## config.mk

```make
export PLATFORM = sky130hd
export DESIGN_NAME = rgb_to_hsv_convert_unit
export DESIGN_NICKNAME = d
export VERILOG_FILES = /design/src/hdl/rhc_pkg.sv /design/src/hdl/rhc_fifo.sv /design/src/hdl/rhc_front.sv /design/src/hdl/rhc_div_pipe.sv /design/src/hdl/rhc_back.sv /design/src/hdl/rgb_to_hsv_convert_unit.sv
export SDC_FILE = /design/constraint.sdc
export NUM_CORES = 2
export LEC_CHECK = 0
export BUFFER_PORTS_ARGS = -buffer_cell sky130_fd_sc_hd__buf_2
export CORE_MARGIN = 10
export CORE_UTILIZATION = 27
export CTS_CLUSTER_SIZE = 10
export DETAILED_ROUTE_END_ITERATION = 10
export HOLD_SLACK_MARGIN = 0.05
export PLACE_DENSITY = 0.51
export SLEW_MARGIN = 10
export SYNTH_ARGS = -nofsm -noshare
export SYNTH_HDL_FRONTEND = slang
export SYNTH_SLANG_ARGS = --single-unit
```

## constraint.sdc

```tcl
create_clock -name clk -period 17.1 [get_ports clk]
set_input_delay 2.565 -clock clk [delete_from_list [all_inputs] [get_ports clk]]
set_output_delay 2.565 -clock clk [all_outputs]
set_load 0.05 [all_outputs]
```

## src/hdl/rhc_pkg.sv

```systemverilog
// Shared types, widths and a helper function for the RGB to HSV converter.
// Depends on nothing; the front end, back end, top and testbench refer to it by scoped names.
package rhc_pkg;

    // Field widths of the pixel and of the result.
    localparam int CH_W      = 8;
    localparam int HUE_W     = 9;
    localparam int PCT_W     = 7;

    // Widths of the hue numerator (0..360*255-60) and saturation numerator (0..100*255).
    localparam int HUE_NUM_W = 17;
    localparam int SAT_NUM_W = 15;

    // Default queue depths.
    localparam int MID_DEPTH = 4;
    localparam int OUT_DEPTH = 16;

    // Classified work for one pixel, passed from the front to the back.
    typedef struct packed {
        logic [HUE_NUM_W-1:0] hue_num;
        logic [CH_W-1:0]      hue_div;
        logic [SAT_NUM_W-1:0] sat_num;
        logic [CH_W-1:0]      sat_div;
        logic [CH_W-1:0]      max_ch;
    } rhc_work_t;

    // One finished result beat.
    typedef struct packed {
        logic [HUE_W-1:0] hue;
        logic [PCT_W-1:0] saturation;
        logic [PCT_W-1:0] brightness;
    } rhc_result_t;

    // floor(100 * mx / 255), using the exact identity
    // floor(x / 255) = (x + 1 + (x >> 8)) >> 8 for x below 65535.
    function automatic logic [PCT_W-1:0] brightness_pct(input logic [CH_W-1:0] mx);
        logic [SAT_NUM_W:0] prod;
        logic [SAT_NUM_W:0] sum;
        begin
            prod = (SAT_NUM_W + 1)'(mx) * (SAT_NUM_W + 1)'(100);
            sum  = prod + (SAT_NUM_W + 1)'(1) + (prod >> 8);
            brightness_pct = PCT_W'(sum >> 8);
        end
    endfunction

endpackage

```

## src/hdl/rhc_fifo.sv

```systemverilog
// Small synchronous queue built from registers, with a fill count.
// Depends on nothing; used for the queue between front and back and for the result queue.
module rhc_fifo #(
    parameter int WIDTH = 8,
    parameter int DEPTH = 4
) (
    input  logic                       clk,
    input  logic                       rst_n,
    input  logic                       push,
    input  logic [WIDTH-1:0]           wdata,
    output logic                       full,
    input  logic                       pop,
    output logic [WIDTH-1:0]           rdata,
    output logic                       empty,
    output logic [$clog2(DEPTH+1)-1:0] count
);

    localparam int PTR_W = $clog2(DEPTH);
    localparam int CNT_W = $clog2(DEPTH + 1);

    logic [WIDTH-1:0] store_reg [DEPTH];
    logic [PTR_W-1:0] wr_ptr_reg, wr_ptr_next;
    logic [PTR_W-1:0] rd_ptr_reg, rd_ptr_next;
    logic [CNT_W-1:0] count_reg, count_next;
    logic             do_push;
    logic             do_pop;

    // Handshake qualification.
    assign full    = (count_reg == CNT_W'(DEPTH));
    assign empty   = (count_reg == '0);
    assign do_push = push && !full;
    assign do_pop  = pop && !empty;
    assign rdata   = store_reg[rd_ptr_reg];
    assign count   = count_reg;

    // Pointer and count update, wrapping at the depth.
    always_comb
    begin
        wr_ptr_next = wr_ptr_reg;
        rd_ptr_next = rd_ptr_reg;
        count_next  = count_reg;
        if (do_push)
        begin
            wr_ptr_next = (wr_ptr_reg == PTR_W'(DEPTH - 1)) ? '0 : wr_ptr_reg + PTR_W'(1);
        end
        if (do_pop)
        begin
            rd_ptr_next = (rd_ptr_reg == PTR_W'(DEPTH - 1)) ? '0 : rd_ptr_reg + PTR_W'(1);
        end
        if (do_push && !do_pop)
        begin
            count_next = count_reg + CNT_W'(1);
        end
        else if (do_pop && !do_push)
        begin
            count_next = count_reg - CNT_W'(1);
        end
    end

    always_ff @(posedge clk or negedge rst_n)
    begin
        if (!rst_n)
        begin
            wr_ptr_reg <= '0;
            rd_ptr_reg <= '0;
            count_reg  <= '0;
        end
        else
        begin
            wr_ptr_reg <= wr_ptr_next;
            rd_ptr_reg <= rd_ptr_next;
            count_reg  <= count_next;
        end
    end

    // Storage needs no reset.
    always_ff @(posedge clk)
    begin
        if (do_push)
        begin
            store_reg[wr_ptr_reg] <= wdata;
        end
    end

endmodule

```

## src/hdl/rhc_front.sv

```systemverilog
// Front end: accepts pixels, finds max, min and sector, and forms the division operands.
// Depends on rhc_pkg; feeds the queue in front of the back end.
module rhc_front (
    input  logic                      clk,
    input  logic                      rst_n,
    input  logic                      push,
    output logic                      full,
    input  logic [rhc_pkg::CH_W-1:0]  red,
    input  logic [rhc_pkg::CH_W-1:0]  green,
    input  logic [rhc_pkg::CH_W-1:0]  blue,
    output logic                      work_valid,
    output rhc_pkg::rhc_work_t        work,
    input  logic                      work_full
);

    localparam int CH_W  = rhc_pkg::CH_W;
    localparam int NUM_W = rhc_pkg::HUE_NUM_W + 2;

    logic               valid_reg, valid_next;
    rhc_pkg::rhc_work_t work_reg, work_next;
    logic               accept;
    logic               hand_off;

    logic [CH_W-1:0]         mx;
    logic [CH_W-1:0]         mn;
    logic [CH_W-1:0]         delta;
    logic signed [CH_W:0]    diff;
    logic signed [NUM_W-1:0] delta_s;
    logic signed [NUM_W-1:0] base;
    logic signed [NUM_W-1:0] num;

    // The stage is free when empty or when its beat moves on this cycle.
    assign hand_off   = valid_reg && !work_full;
    assign full       = valid_reg && work_full;
    assign accept     = push && !full;
    assign work_valid = valid_reg;
    assign work       = work_reg;

    // Classify the pixel: red wins ties over green, green over blue.
    always_comb
    begin
        mx = red;
        mn = red;
        if (green > mx) mx = green;
        if (blue > mx)  mx = blue;
        if (green < mn) mn = green;
        if (blue < mn)  mn = blue;
        delta   = mx - mn;
        delta_s = $signed({{(NUM_W - CH_W){1'b0}}, delta});

        if (red >= green && red >= blue)
        begin
            diff = $signed({1'b0, green}) - $signed({1'b0, blue});
            base = '0;
        end
        else if (green >= blue)
        begin
            diff = $signed({1'b0, blue}) - $signed({1'b0, red});
            base = delta_s * NUM_W'(120);
        end
        else
        begin
            diff = $signed({1'b0, red}) - $signed({1'b0, green});
            base = delta_s * NUM_W'(240);
        end

        // A negative angle wraps by one full turn.
        num = NUM_W'(diff) * NUM_W'(60) + base;
        if (num < 0)
        begin
            num = num + delta_s * NUM_W'(360);
        end

        // A zero divisor only arises with a zero numerator; divide by one instead.
        work_next.hue_num = rhc_pkg::HUE_NUM_W'(num);
        work_next.hue_div = (delta == '0) ? CH_W'(1) : delta;
        work_next.sat_num = rhc_pkg::SAT_NUM_W'(delta) * rhc_pkg::SAT_NUM_W'(100);
        work_next.sat_div = (mx == '0) ? CH_W'(1) : mx;
        work_next.max_ch  = mx;
    end

    always_comb
    begin
        valid_next = valid_reg;
        if (accept)
        begin
            valid_next = 1'b1;
        end
        else if (hand_off)
        begin
            valid_next = 1'b0;
        end
    end

    always_ff @(posedge clk or negedge rst_n)
    begin
        if (!rst_n)
        begin
            valid_reg <= 1'b0;
        end
        else
        begin
            valid_reg <= valid_next;
        end
    end

    always_ff @(posedge clk)
    begin
        if (accept)
        begin
            work_reg <= work_next;
        end
    end

endmodule

```

## src/hdl/rhc_div_pipe.sv

```systemverilog
// Pipelined restoring divider, one quotient bit per stage, one division per cycle.
// Depends on nothing; the back end uses one for hue and one for saturation.
module rhc_div_pipe #(
    parameter int NUM_W = 17,
    parameter int DIV_W = 8,
    parameter int QUO_W = 9
) (
    input  logic             clk,
    input  logic [NUM_W-1:0] num,
    input  logic [DIV_W-1:0] div,
    output logic [QUO_W-1:0] quo
);

    // Compare width covers both the dividend and the most shifted divisor.
    localparam int SW = (NUM_W > DIV_W + QUO_W) ? NUM_W : DIV_W + QUO_W;

    logic [SW-1:0]    rem_reg [QUO_W];
    logic [SW-1:0]    rem_next [QUO_W];
    logic [DIV_W-1:0] div_reg [QUO_W];
    logic [DIV_W-1:0] div_next [QUO_W];
    logic [QUO_W-1:0] quo_reg [QUO_W];
    logic [QUO_W-1:0] quo_next [QUO_W];

    for (genvar k = 0; k < QUO_W; k++)
    begin : g_stage
        localparam int SH = QUO_W - 1 - k;

        logic [SW-1:0]    rem_in;
        logic [DIV_W-1:0] div_in;
        logic [QUO_W-1:0] quo_in;
        logic [SW-1:0]    shifted;

        // Stage inputs come from the ports or from the previous stage.
        if (k == 0)
        begin : g_first
            assign rem_in = SW'(num);
            assign div_in = div;
            assign quo_in = '0;
        end
        else
        begin : g_next
            assign rem_in = rem_reg[k-1];
            assign div_in = div_reg[k-1];
            assign quo_in = quo_reg[k-1];
        end

        // Try to take the divisor shifted to this bit out of the remainder.
        always_comb
        begin
            shifted     = SW'(div_in) << SH;
            div_next[k] = div_in;
            if (rem_in >= shifted)
            begin
                rem_next[k] = rem_in - shifted;
                quo_next[k] = quo_in | (QUO_W'(1) << SH);
            end
            else
            begin
                rem_next[k] = rem_in;
                quo_next[k] = quo_in;
            end
        end

        always_ff @(posedge clk)
        begin
            rem_reg[k] <= rem_next[k];
            div_reg[k] <= div_next[k];
            quo_reg[k] <= quo_next[k];
        end
    end

    assign quo = quo_reg[QUO_W-1];

endmodule

```

## src/hdl/rhc_back.sv

```systemverilog
// Back end: draws work from the middle queue and runs the two divisions in step.
// Depends on rhc_pkg and rhc_div_pipe; issues only with room reserved in the result queue.
module rhc_back #(
    parameter int OUT_DEPTH = rhc_pkg::OUT_DEPTH
) (
    input  logic                           clk,
    input  logic                           rst_n,
    input  logic                           work_empty,
    input  rhc_pkg::rhc_work_t             work,
    output logic                           work_pop,
    input  logic [$clog2(OUT_DEPTH+1)-1:0] out_count,
    output logic                           res_push,
    output rhc_pkg::rhc_result_t           res
);

    localparam int LAT   = rhc_pkg::HUE_W;
    localparam int CNT_W = $clog2(OUT_DEPTH + 1);
    localparam int PCT_W = rhc_pkg::PCT_W;

    logic [LAT-1:0]   vld_reg, vld_next;
    logic [PCT_W-1:0] bright_reg [LAT];
    logic [PCT_W-1:0] bright_next [LAT];
    logic [CNT_W-1:0] inflight_reg, inflight_next;
    logic [CNT_W:0]   committed;
    logic [LAT-1:0]   hue_quo;
    logic [LAT-1:0]   sat_quo;

    // Issue only when every beat in flight and queued still fits.
    assign committed = {1'b0, out_count} + {1'b0, inflight_reg};
    assign work_pop  = !work_empty && (committed < (CNT_W + 1)'(OUT_DEPTH));
    assign res_push  = vld_reg[LAT-1];

    // Valid bits and brightness travel alongside the divider stages.
    always_comb
    begin
        vld_next = {vld_reg[LAT-2:0], work_pop};
        bright_next[0] = rhc_pkg::brightness_pct(work.max_ch);
        for (int i = 1; i < LAT; i++)
        begin
            bright_next[i] = bright_reg[i-1];
        end
    end

    // Count of beats inside the divider pipeline.
    always_comb
    begin
        inflight_next = inflight_reg;
        if (work_pop && !res_push)
        begin
            inflight_next = inflight_reg + CNT_W'(1);
        end
        else if (res_push && !work_pop)
        begin
            inflight_next = inflight_reg - CNT_W'(1);
        end
    end

    always_ff @(posedge clk or negedge rst_n)
    begin
        if (!rst_n)
        begin
            vld_reg      <= '0;
            inflight_reg <= '0;
        end
        else
        begin
            vld_reg      <= vld_next;
            inflight_reg <= inflight_next;
        end
    end

    always_ff @(posedge clk)
    begin
        for (int i = 0; i < LAT; i++)
        begin
            bright_reg[i] <= bright_next[i];
        end
    end

    // Hue = numerator / delta.
    rhc_div_pipe #(
        .NUM_W (rhc_pkg::HUE_NUM_W),
        .DIV_W (rhc_pkg::CH_W),
        .QUO_W (LAT)
    ) u_hue_div (
        .clk (clk),
        .num (work.hue_num),
        .div (work.hue_div),
        .quo (hue_quo)
    );

    // Saturation = 100 * delta / max, with the same latency as hue.
    rhc_div_pipe #(
        .NUM_W (rhc_pkg::SAT_NUM_W),
        .DIV_W (rhc_pkg::CH_W),
        .QUO_W (LAT)
    ) u_sat_div (
        .clk (clk),
        .num (work.sat_num),
        .div (work.sat_div),
        .quo (sat_quo)
    );

    assign res.hue        = hue_quo;
    assign res.saturation = PCT_W'(sat_quo);
    assign res.brightness = bright_reg[LAT-1];

endmodule

```

## src/hdl/rgb_to_hsv_convert_unit.sv

```systemverilog
// RGB to HSV converter: 8-bit pixel in, hue in degrees, saturation and value in percent out.
// Pixels pass the front register, middle queue, dividers and result queue, one per cycle unless stalled.
// The rate is set by the two 9-stage divider pipelines, which take a new division each cycle.
// Issue into the dividers reserves a result queue slot, so a stalled output never drops a beat.
// Reset is asynchronous and active low; it empties both queues and all pipeline stages.
// Depends on rhc_pkg, rhc_fifo, rhc_front, rhc_div_pipe and rhc_back.
module rgb_to_hsv_convert_unit #(
    parameter int MID_DEPTH = rhc_pkg::MID_DEPTH,
    parameter int OUT_DEPTH = rhc_pkg::OUT_DEPTH
) (
    input  logic                      clk,
    input  logic                      rst_n,
    input  logic                      push,
    output logic                      full,
    input  logic [rhc_pkg::CH_W-1:0]  red,
    input  logic [rhc_pkg::CH_W-1:0]  green,
    input  logic [rhc_pkg::CH_W-1:0]  blue,
    output logic                      empty,
    input  logic                      pop,
    output logic [rhc_pkg::HUE_W-1:0] hue,
    output logic [rhc_pkg::PCT_W-1:0] saturation,
    output logic [rhc_pkg::PCT_W-1:0] brightness
);

    localparam int OUT_CNT_W = $clog2(OUT_DEPTH + 1);

    logic                     front_valid;
    rhc_pkg::rhc_work_t       front_work;
    logic                     mid_full;
    logic                     mid_empty;
    logic                     mid_pop;
    rhc_pkg::rhc_work_t       mid_work;
    logic [$clog2(MID_DEPTH+1)-1:0] mid_count;
    logic                     res_push;
    rhc_pkg::rhc_result_t     res_in;
    rhc_pkg::rhc_result_t     res_out;
    logic                     out_full;
    logic [OUT_CNT_W-1:0]     out_count;

    // Front end: classification stage.
    rhc_front u_front (
        .clk        (clk),
        .rst_n      (rst_n),
        .push       (push),
        .full       (full),
        .red        (red),
        .green      (green),
        .blue       (blue),
        .work_valid (front_valid),
        .work       (front_work),
        .work_full  (mid_full)
    );

    // Queue between front and back.
    rhc_fifo #(
        .WIDTH ($bits(rhc_pkg::rhc_work_t)),
        .DEPTH (MID_DEPTH)
    ) u_mid_fifo (
        .clk   (clk),
        .rst_n (rst_n),
        .push  (front_valid),
        .wdata (front_work),
        .full  (mid_full),
        .pop   (mid_pop),
        .rdata (mid_work),
        .empty (mid_empty),
        .count (mid_count)
    );

    // Back end: divider pipelines.
    rhc_back #(
        .OUT_DEPTH (OUT_DEPTH)
    ) u_back (
        .clk        (clk),
        .rst_n      (rst_n),
        .work_empty (mid_empty),
        .work       (mid_work),
        .work_pop   (mid_pop),
        .out_count  (out_count),
        .res_push   (res_push),
        .res        (res_in)
    );

    // Result queue seen by the consumer.
    rhc_fifo #(
        .WIDTH ($bits(rhc_pkg::rhc_result_t)),
        .DEPTH (OUT_DEPTH)
    ) u_out_fifo (
        .clk   (clk),
        .rst_n (rst_n),
        .push  (res_push),
        .wdata (res_in),
        .full  (out_full),
        .pop   (pop),
        .rdata (res_out),
        .empty (empty),
        .count (out_count)
    );

    assign hue        = res_out.hue;
    assign saturation = res_out.saturation;
    assign brightness = res_out.brightness;

`ifndef SYNTHESIS
    // A beat leaving the dividers always finds room in the result queue.
    assert property (@(posedge clk) disable iff (!rst_n) res_push |-> !out_full)
        else $error("result beat pushed into a full result queue");

    // The middle queue never holds more than its depth.
    assert property (@(posedge clk) disable iff (!rst_n)
        mid_count <= ($clog2(MID_DEPTH+1))'(MID_DEPTH))
        else $error("middle queue count beyond its depth");

    // Every shown result lies in its legal range.
    assert property (@(posedge clk) disable iff (!rst_n)
        !empty |-> (hue <= 9'd359 && saturation <= 7'd100 && brightness <= 7'd100))
        else $error("result field out of range");
`endif

endmodule

```

=== Yosys cells after proc, flatten, opt, wreduce, memory -nomap -nowiden ===
Memory sizes are Yosys's and may differ from the RTL's.
Cells that the tools add are included.

* Register bits after elaboration: 89
* Bits in writable memories: 1,259
* Input port bits: 28
* Output and inout port bits: 25
* Word-level logic and storage cells: 193
* Memories kept: 9

* $add $sub $neg: 37
* $mul: 6
* $lt $le $gt $ge: 27
* Equal/unequal tests: 6
* Mux-type cells: 61
* Reduce and logical (&&, ||, !) cells: 33

{| class="wikitable"
|+ Memory list
! name !! words !! width !! rd ports !! clocked after Yosys merged registers in !! wr ports !! RTL line !! text
|-
| u_out_fifo.store_reg || 16 || 23 || 1 || 0 || 1 || rhc_fifo.sv:21 || <nowiki>logic [WIDTH-1:0] store_reg [DEPTH];</nowiki>
|-
| u_mid_fifo.store_reg || 4 || 54 || 1 || 0 || 1 || rhc_fifo.sv:21 ||
|-
| u_back.u_hue_div.rem_reg || 9 || 17 || 8 || 0 || 9 || rhc_div_pipe.sv:17 || <nowiki>logic [SW-1:0] rem_reg [QUO_W];</nowiki>
|-
| u_back.u_sat_div.rem_reg || 9 || 17 || 8 || 0 || 9 || rhc_div_pipe.sv:17 ||
|-
| u_back.u_hue_div.quo_reg || 9 || 9 || 9 || 0 || 9 || rhc_div_pipe.sv:21 || <nowiki>logic [QUO_W-1:0] quo_reg [QUO_W];</nowiki>
|-
| u_back.u_sat_div.quo_reg || 9 || 9 || 9 || 0 || 9 || rhc_div_pipe.sv:21 ||
|-
| 3 more memories || -- || -- || -- || -- || -- || -- ||
|}

{| class="wikitable"
|+ Operator list
! cell !! count
|-
| 17-bit two-way mux || 19
|-
| 8-bit two-way mux || 6
|-
| 19-bit two-way mux || 2
|-
| 9-bit two-way mux || 4
|-
| 17-bit by 10-bit greater-or-equal comparator with 1-bit output || 2
|-
| 17-bit by 11-bit greater-or-equal comparator with 1-bit output || 2
|-
| 17-bit by 12-bit greater-or-equal comparator with 1-bit output || 2
|-
| 17-bit by 13-bit greater-or-equal comparator with 1-bit output || 2
|-
| 17-bit by 14-bit greater-or-equal comparator with 1-bit output || 2
|-
| 17-bit by 15-bit greater-or-equal comparator with 1-bit output || 2
|-
| 17-bit by 8-bit greater-or-equal comparator with 1-bit output || 2
|-
| 17-bit by 9-bit greater-or-equal comparator with 1-bit output || 2
|-
| 17-bit by 10-bit subtractor with 17-bit output || 2
|-
| 17-bit by 11-bit subtractor with 17-bit output || 2
|-
| 17-bit by 12-bit subtractor with 17-bit output || 2
|-
| 17-bit by 13-bit subtractor with 17-bit output || 2
|-
| 17-bit by 14-bit subtractor with 17-bit output || 2
|-
| 17-bit by 15-bit subtractor with 17-bit output || 2
|-
| 17-bit by 8-bit subtractor with 17-bit output || 2
|-
| 17-bit by 9-bit subtractor with 17-bit output || 2
|-
| 5-bit two-way mux || 6
|-
| 8-bit by 8-bit subtractor with 9-bit output || 3
|-
| 8-bit by 5-bit multiplier with 13-bit output (second input constant) || 2
|-
| 8-bit greater-or-equal comparator || 3
|-
| other kinds (39) || 93
|}

=== Logic depth before layout (Yosys ltp) ===
* Depth after elaboration: 11
* Mapped depth: 52
* Gate-level depth less buffers: 50

=== Cells and area by module ===
Synthesis repeated with hierarchy kept, for this count alone.

* Cells, all modules: 4,179
* Area, all modules: 54,911.4 µm²

{| class="wikitable"
|+ By module, submodules not included
! module !! instances !! cells an instance !! area each (µm²) !! seq. area each (µm²)
|-
| rhc_fifo at u_out_fifo || 1 || 740 || 15,061.9 || 11,375.9
|-
| rhc_div_pipe at u_back.u_sat_div || 1 || 956 || 9,816.9 || 4,904.7
|-
| rhc_div_pipe at u_back.u_hue_div || 1 || 968 || 9,761.9 || 4,904.7
|-
| rhc_front || 1 || 957 || 8,811.0 || 1,586.5
|-
| rhc_fifo at u_mid_fifo || 1 || 330 || 8,548.2 || 6,901.6
|-
| rhc_back || 1 || 228 || 2,911.5 || 1,611.5
|}

=== Worst setup path after synthesis ===
OpenSTA, ideal clock, no wires.

* Path type: input port to flip-flop
* From: input port green[4] (netlist bit)
* To: register u_front.work_reg (netlist bit u_front.work[45]) (data pin)
* Library setup time: 0.268 ns
* Arrival time: 11.772 ns
* Required time: 16.832 ns
* Setup slack: 5.059 ns
* Cell stages on the path: 46
* Path buffers: 4
* Path through: inv_1 > ha_1 > and2_1 > o211ai_1 > and3_1 > o21ai_1 > buf_2 > nor2_1 > a21oi_1 > ha_1 > a21o_1 > a221o_1 > a221oi_1 > a31o_2 > buf_4 > buf_2 > mux2i_1 > ha_1 > (+10 left out) > fa_1 > inv_1 > ha_1 > o21ai_0 > a21boi_0 > o21a_1 > or3_1 > nand3_1 > a21oi_1 > ha_1 > or3_1 > o31ai_1 > o21bai_1 > a21oi_2 > nand2_1 > mux2i_1 > buf_6 > o32ai_1

* Longest elaborated chain between the ends: 11
* Elaborated cells on any way between the ends: 26
* Classes of those cells: add/sub: 5; mul: 4; order compare: 7; mux: 9; reduce/logical: 1

{| class="wikitable"
|+ RTL lines
! what !! RTL line !! text
|-
| start: declaration || rgb_to_hsv_convert_unit.sv:16 || <nowiki>input logic [rhc_pkg::CH_W-1:0] green,</nowiki>
|-
| 8-bit > comparator or 8-bit < comparator (tied branches) || rhc_front.sv:44, rhc_front.sv:46 ||
|-
| 8-bit two-way mux, on equally long branches || rhc_front.sv:44, rhc_front.sv:46 ||
|-
| 8-bit > comparator or 8-bit < comparator (tied branches) || rhc_front.sv:45, rhc_front.sv:47 ||
|-
| 8-bit two-way mux, on equally long branches || rhc_front.sv:45, rhc_front.sv:47 ||
|-
| 8-bit subtractor * || rhc_front.sv:48 || <nowiki>delta = mx - mn;</nowiki>
|-
| named net u_front.delta[6] || rhc_front.sv:26 || <nowiki>logic [CH_W-1:0] delta;</nowiki>
|-
| 8-bit by 4-bit multiplier with 12-bit output || rhc_front.sv:59, rhc_front.sv:64 ||
|-
| 19-bit two-way mux * || rhc_front.sv:56 || <nowiki>else if (green >= blue)</nowiki>
|-
| 19-bit two-way mux * || rhc_front.sv:51 || <nowiki>if (red >= green && red >= blue)</nowiki>
|-
| 16-bit by 19-bit adder with 19-bit output * || rhc_front.sv:68 || <nowiki>num = NUM_W'(diff) * NUM_W'(60) + base;</nowiki>
|-
| 19-bit by 1-bit < comparator with 1-bit output * || rhc_front.sv:69 || <nowiki>if (num < 0)</nowiki>
|-
| 17-bit two-way mux * || rhc_front.sv:69 ||
|-
| named net u_front.num[6] || rhc_front.sv:30 || <nowiki>logic signed [NUM_W-1:0] num;</nowiki>
|-
| end signal: assignment || rhc_front.sv:111 || <nowiki>work_reg <= work_next;</nowiki>
|-
| end: declaration || rhc_front.sv:20 || <nowiki>rhc_pkg::rhc_work_t work_reg, work_next;</nowiki>
|}

Mark *: on every way through the listed nets, which the timed path passes. The rest lies on a longest branch.
A chain may end at the register's enable or synchronous reset.

=== Worst setup path in the final report ===
* From: input port green[4] (netlist bit)
* To: register u_front.work_reg (netlist bit u_front.work[54]) (data pin)

* Longest elaborated chain between the ends: 11
* Elaborated cells on any way between the ends: 26
* Classes of those cells: add/sub: 5; mul: 4; order compare: 7; mux: 9; reduce/logical: 1

{| class="wikitable"
|+ RTL lines
! what !! RTL line
|-
| 8-bit > comparator or 8-bit < comparator (tied branches) || rhc_front.sv:44, rhc_front.sv:46
|-
| 8-bit two-way mux, on equally long branches || rhc_front.sv:44, rhc_front.sv:46
|-
| 8-bit > comparator or 8-bit < comparator (tied branches) || rhc_front.sv:45, rhc_front.sv:47
|-
| 8-bit two-way mux, on equally long branches || rhc_front.sv:45, rhc_front.sv:47
|-
| 8-bit subtractor * || rhc_front.sv:48
|-
| named net u_front.delta[4] || rhc_front.sv:26
|-
| 8-bit by 4-bit multiplier with 12-bit output || rhc_front.sv:59, rhc_front.sv:64
|-
| 19-bit two-way mux || rhc_front.sv:56
|-
| 19-bit two-way mux || rhc_front.sv:51
|-
| 16-bit by 19-bit adder with 19-bit output || rhc_front.sv:68
|-
| 17-bit adder or 19-bit by 1-bit < comparator with 1-bit output (tied branches) || rhc_front.sv:71, rhc_front.sv:69
|-
| 17-bit two-way mux * || rhc_front.sv:69
|-
| named net u_front.num[15] || rhc_front.sv:30
|}

Marked as above.

==> impl_results.md <==
- Post-synth net total: 4,603
- Routed wire length: 113,000 um
- Maximum operating frequency: 0.0745 GHz
- Chip height: 459 um
- Global route overflow: 0
- Critical path arrival: 13.84 ns
- First-pass GRT wire length: 178,000 um
- Largest stage delay, worst path: 0.88 ns
- CTS Buf Count: 138
- CTS resizes: 0
- Crit-path slowest cell: mux2i_1
- Starting Density: 27.1%
- Least-Margin Pin Slew: 1.12 ns
- Post-route setup TNS: 0 ns
- Clock Latency Late Sink: 0.76 ns
- Final ANT Viol Nets: 0
- H-Tree Depth: 4
- Worst Setup Path Type: in2reg
- Filler Cells Inserted: 19,339
- CP required: 17.53 ns
- Area of the multi-input gates: 20,400 um^2
- Ys Warns: 0
- Max Root-Sink Buffers: 3
- Synth top area cells: edfxtp_1 (36%), dfxtp_1 (19%), ha_1 (8.6%)
- Netlist Area Pre-Place: 52,100 um^2
- Routed vias/inst: 4.47
- Mapped Cells: 4,155
- GRT Util Overall: 10.5%
- Yosys cell types: 90
- CP endpoint: u_front.work[54]
- Yosys top cell area share: 36.2%
- CP max FO: 15
- Total core area: 192,000 um^2
- Final min period: 13.42 ns
- Initial antenna violation count: 4
- Largest net degree at the start of global routing: 53
- Finish-stage setup viols: 0
- Clk Tree Root Cell: clkbuf_16
- RSZ-0062 raised after global routing: no
- Final-report hold violation count: 0
- Routed len/inst: 16.3 um
- Prevailing post-synth register cell: edfxtp_1
- Most numerous cell in the Yosys netlist: edfxtp_1
- Register-to-register setup slack: 10.73 ns
- Reg-to-Reg Start: u_mid_fifo.rd_ptr_reg[0]
- Post-CTS Hold Buffers: 0
- Number of DRC markers in iteration 0: 1,525
- Fin. max-slew vios: 0
- Die footprint: 211,000 um^2
- DR vias: 30,891
- Clock Skew: 0.0281 ns
- Count of input and output buffers: 52
- Fraction of layout cells with a size suffix above 1: 10.9%
- Final Wtd Congestion: 0.820
- # Max-Cap Violations: 0
- Drt pass-1 iters: 5
- Clk sinks: 1,169
- Async SR Flop Fraction: 2.99%
- Chip width: 459 um
- Layout area overhead: 14.6%
- Number of core rows: 161
- Syn Area/Cell: 12.5 um^2
- DR DRC count: 0
- Synth cell count leaders: edfxtp_1 (628), dfxtp_1 (506), inv_1 (418)
- Yosys reg bits: 1,169
- Period utilization: 78.5%
- Max-slew headroom at the worst pin: 23.0%
- Startpoint types: primary input
- Reg-to-Reg End: u_back.bright_reg[0][6]
- Sequential cell area fraction in the yosys report: 57.3%
- Largest register FFs: 368
- Cell count of the worst reg-to-reg path: 23
- Vias in the first global route: 31,721
- Status: finished, final reports clean
- Final HPWL from detailed placement: 77,300 um
- Synth area leader: edfxtp_1
- Crit. Startpoint: green[4]
- Post-CTS setup buffers: 0
- Register area: 29,900 um^2
- Boundary pin count: 53
- CP endpoint kind: register
- Critical Path Most Common Cell: ha_1
- Min-Delay Path Class: reg2reg
- Nets: 4,738
- EDFF count, synth: 628
- CTS tree: done
- Clock slew at reported path FFs: 0.05 ns
## metal layers
metal	global-route usage (%)	vias to the layer above	wire length, um
met3	1.70	155	3310
met2	18.1	412	54400
met5	0	-	0
met4	3.05	0	2370
met1	13.6	15144	52500
li1	-	15180	-
## placed cells by master, fill, tap and decap left out, drive strengths merged, types with 76 or more instances in the layout
cell    synthesis  final
edfxtp        628    628
dfxtp         506    506
inv           421    424
ha            359    359
nor2          236    236
nand2         223    223
o21ai         220    220
clkbuf         63    214
a21oi         195    195
xnor2         129    129
mux2i         120    120
mux4           94     94
buf            31     89
mux2           77     77
xor2           76     76
## cells by family after synthesis
| logic type | share of synthesized area [%] |
|---|---|
| adders and majority gates | 11.0 |
| xor gates and xnor gates | 3.49 |
| and+or+nand+nor | 7.71 |
| DFF | 57.3 |
| muxes | 8.04 |
| buffers and inverters | 3.79 |
| AOI/OAI and AO/OA | 8.67 |
## metrics by stage
stage	setup slack, ns	util (%)	hold WS (ns)	cells	area, um^2
floorplan	5.06	-	0.310	4155	52100
global placement	3.26	28.9	0.310	6676	55500
detailed placement	3.08	28.9	0.312	6676	55500
CTS	3.84	31.1	0.305	6909	59700
global route	2.77	31.1	0.311	6910	59700
finish	3.68	31.1	0.306	6910	59700
## final cells by class
cell class,count,area share (%)
antenna,1,0.00419
inverter,424,2.66
timing repair buffer,89,0.901
sequential,1169,50.0
tap,2526,5.29
clock inverter,19,0.662
multi-input combinational,2468,34.1
clock buffer,214,6.35
## worst min path at each step
stage | startpoint | end | slack [ns] | depth (start not counted)
floorplan | u_back.bright_reg[0][3] | u_back.bright_reg[0][10] | 0.31 | 0
global placement | u_back.u_hue_div.quo_reg[0][66] | u_back.u_hue_div.quo_reg[0][75] | 0.31 | 0
detailed placement | u_back.bright_reg[0][14] | u_back.bright_reg[0][21] | 0.31 | 0
CTS | u_back.u_hue_div.quo_reg[0][26] | u_back.u_hue_div.quo_reg[0][35] | 0.30 | 0
global route | u_back.u_hue_div.quo_reg[0][26] | u_back.u_hue_div.quo_reg[0][35] | 0.31 | 0
finish | u_back.u_hue_div.quo_reg[0][26] | u_back.u_hue_div.quo_reg[0][35] | 0.31 | 0
## worst max-delay path, delay by kind of cell
kind	cells	cell delay (ns)
xor gates and xnor gates	3	1.09
adders and majority gates	7	2.22
AOI/OAI and AO/OA	16	4.28
buffers and inverters	4	0.66
and+or+nand+nor	10	1.73
muxes	2	1.28
Power is left out: the tool's default activity adds up to more than one toggle a clock period on the data nets, which glitch-free logic cannot reach.
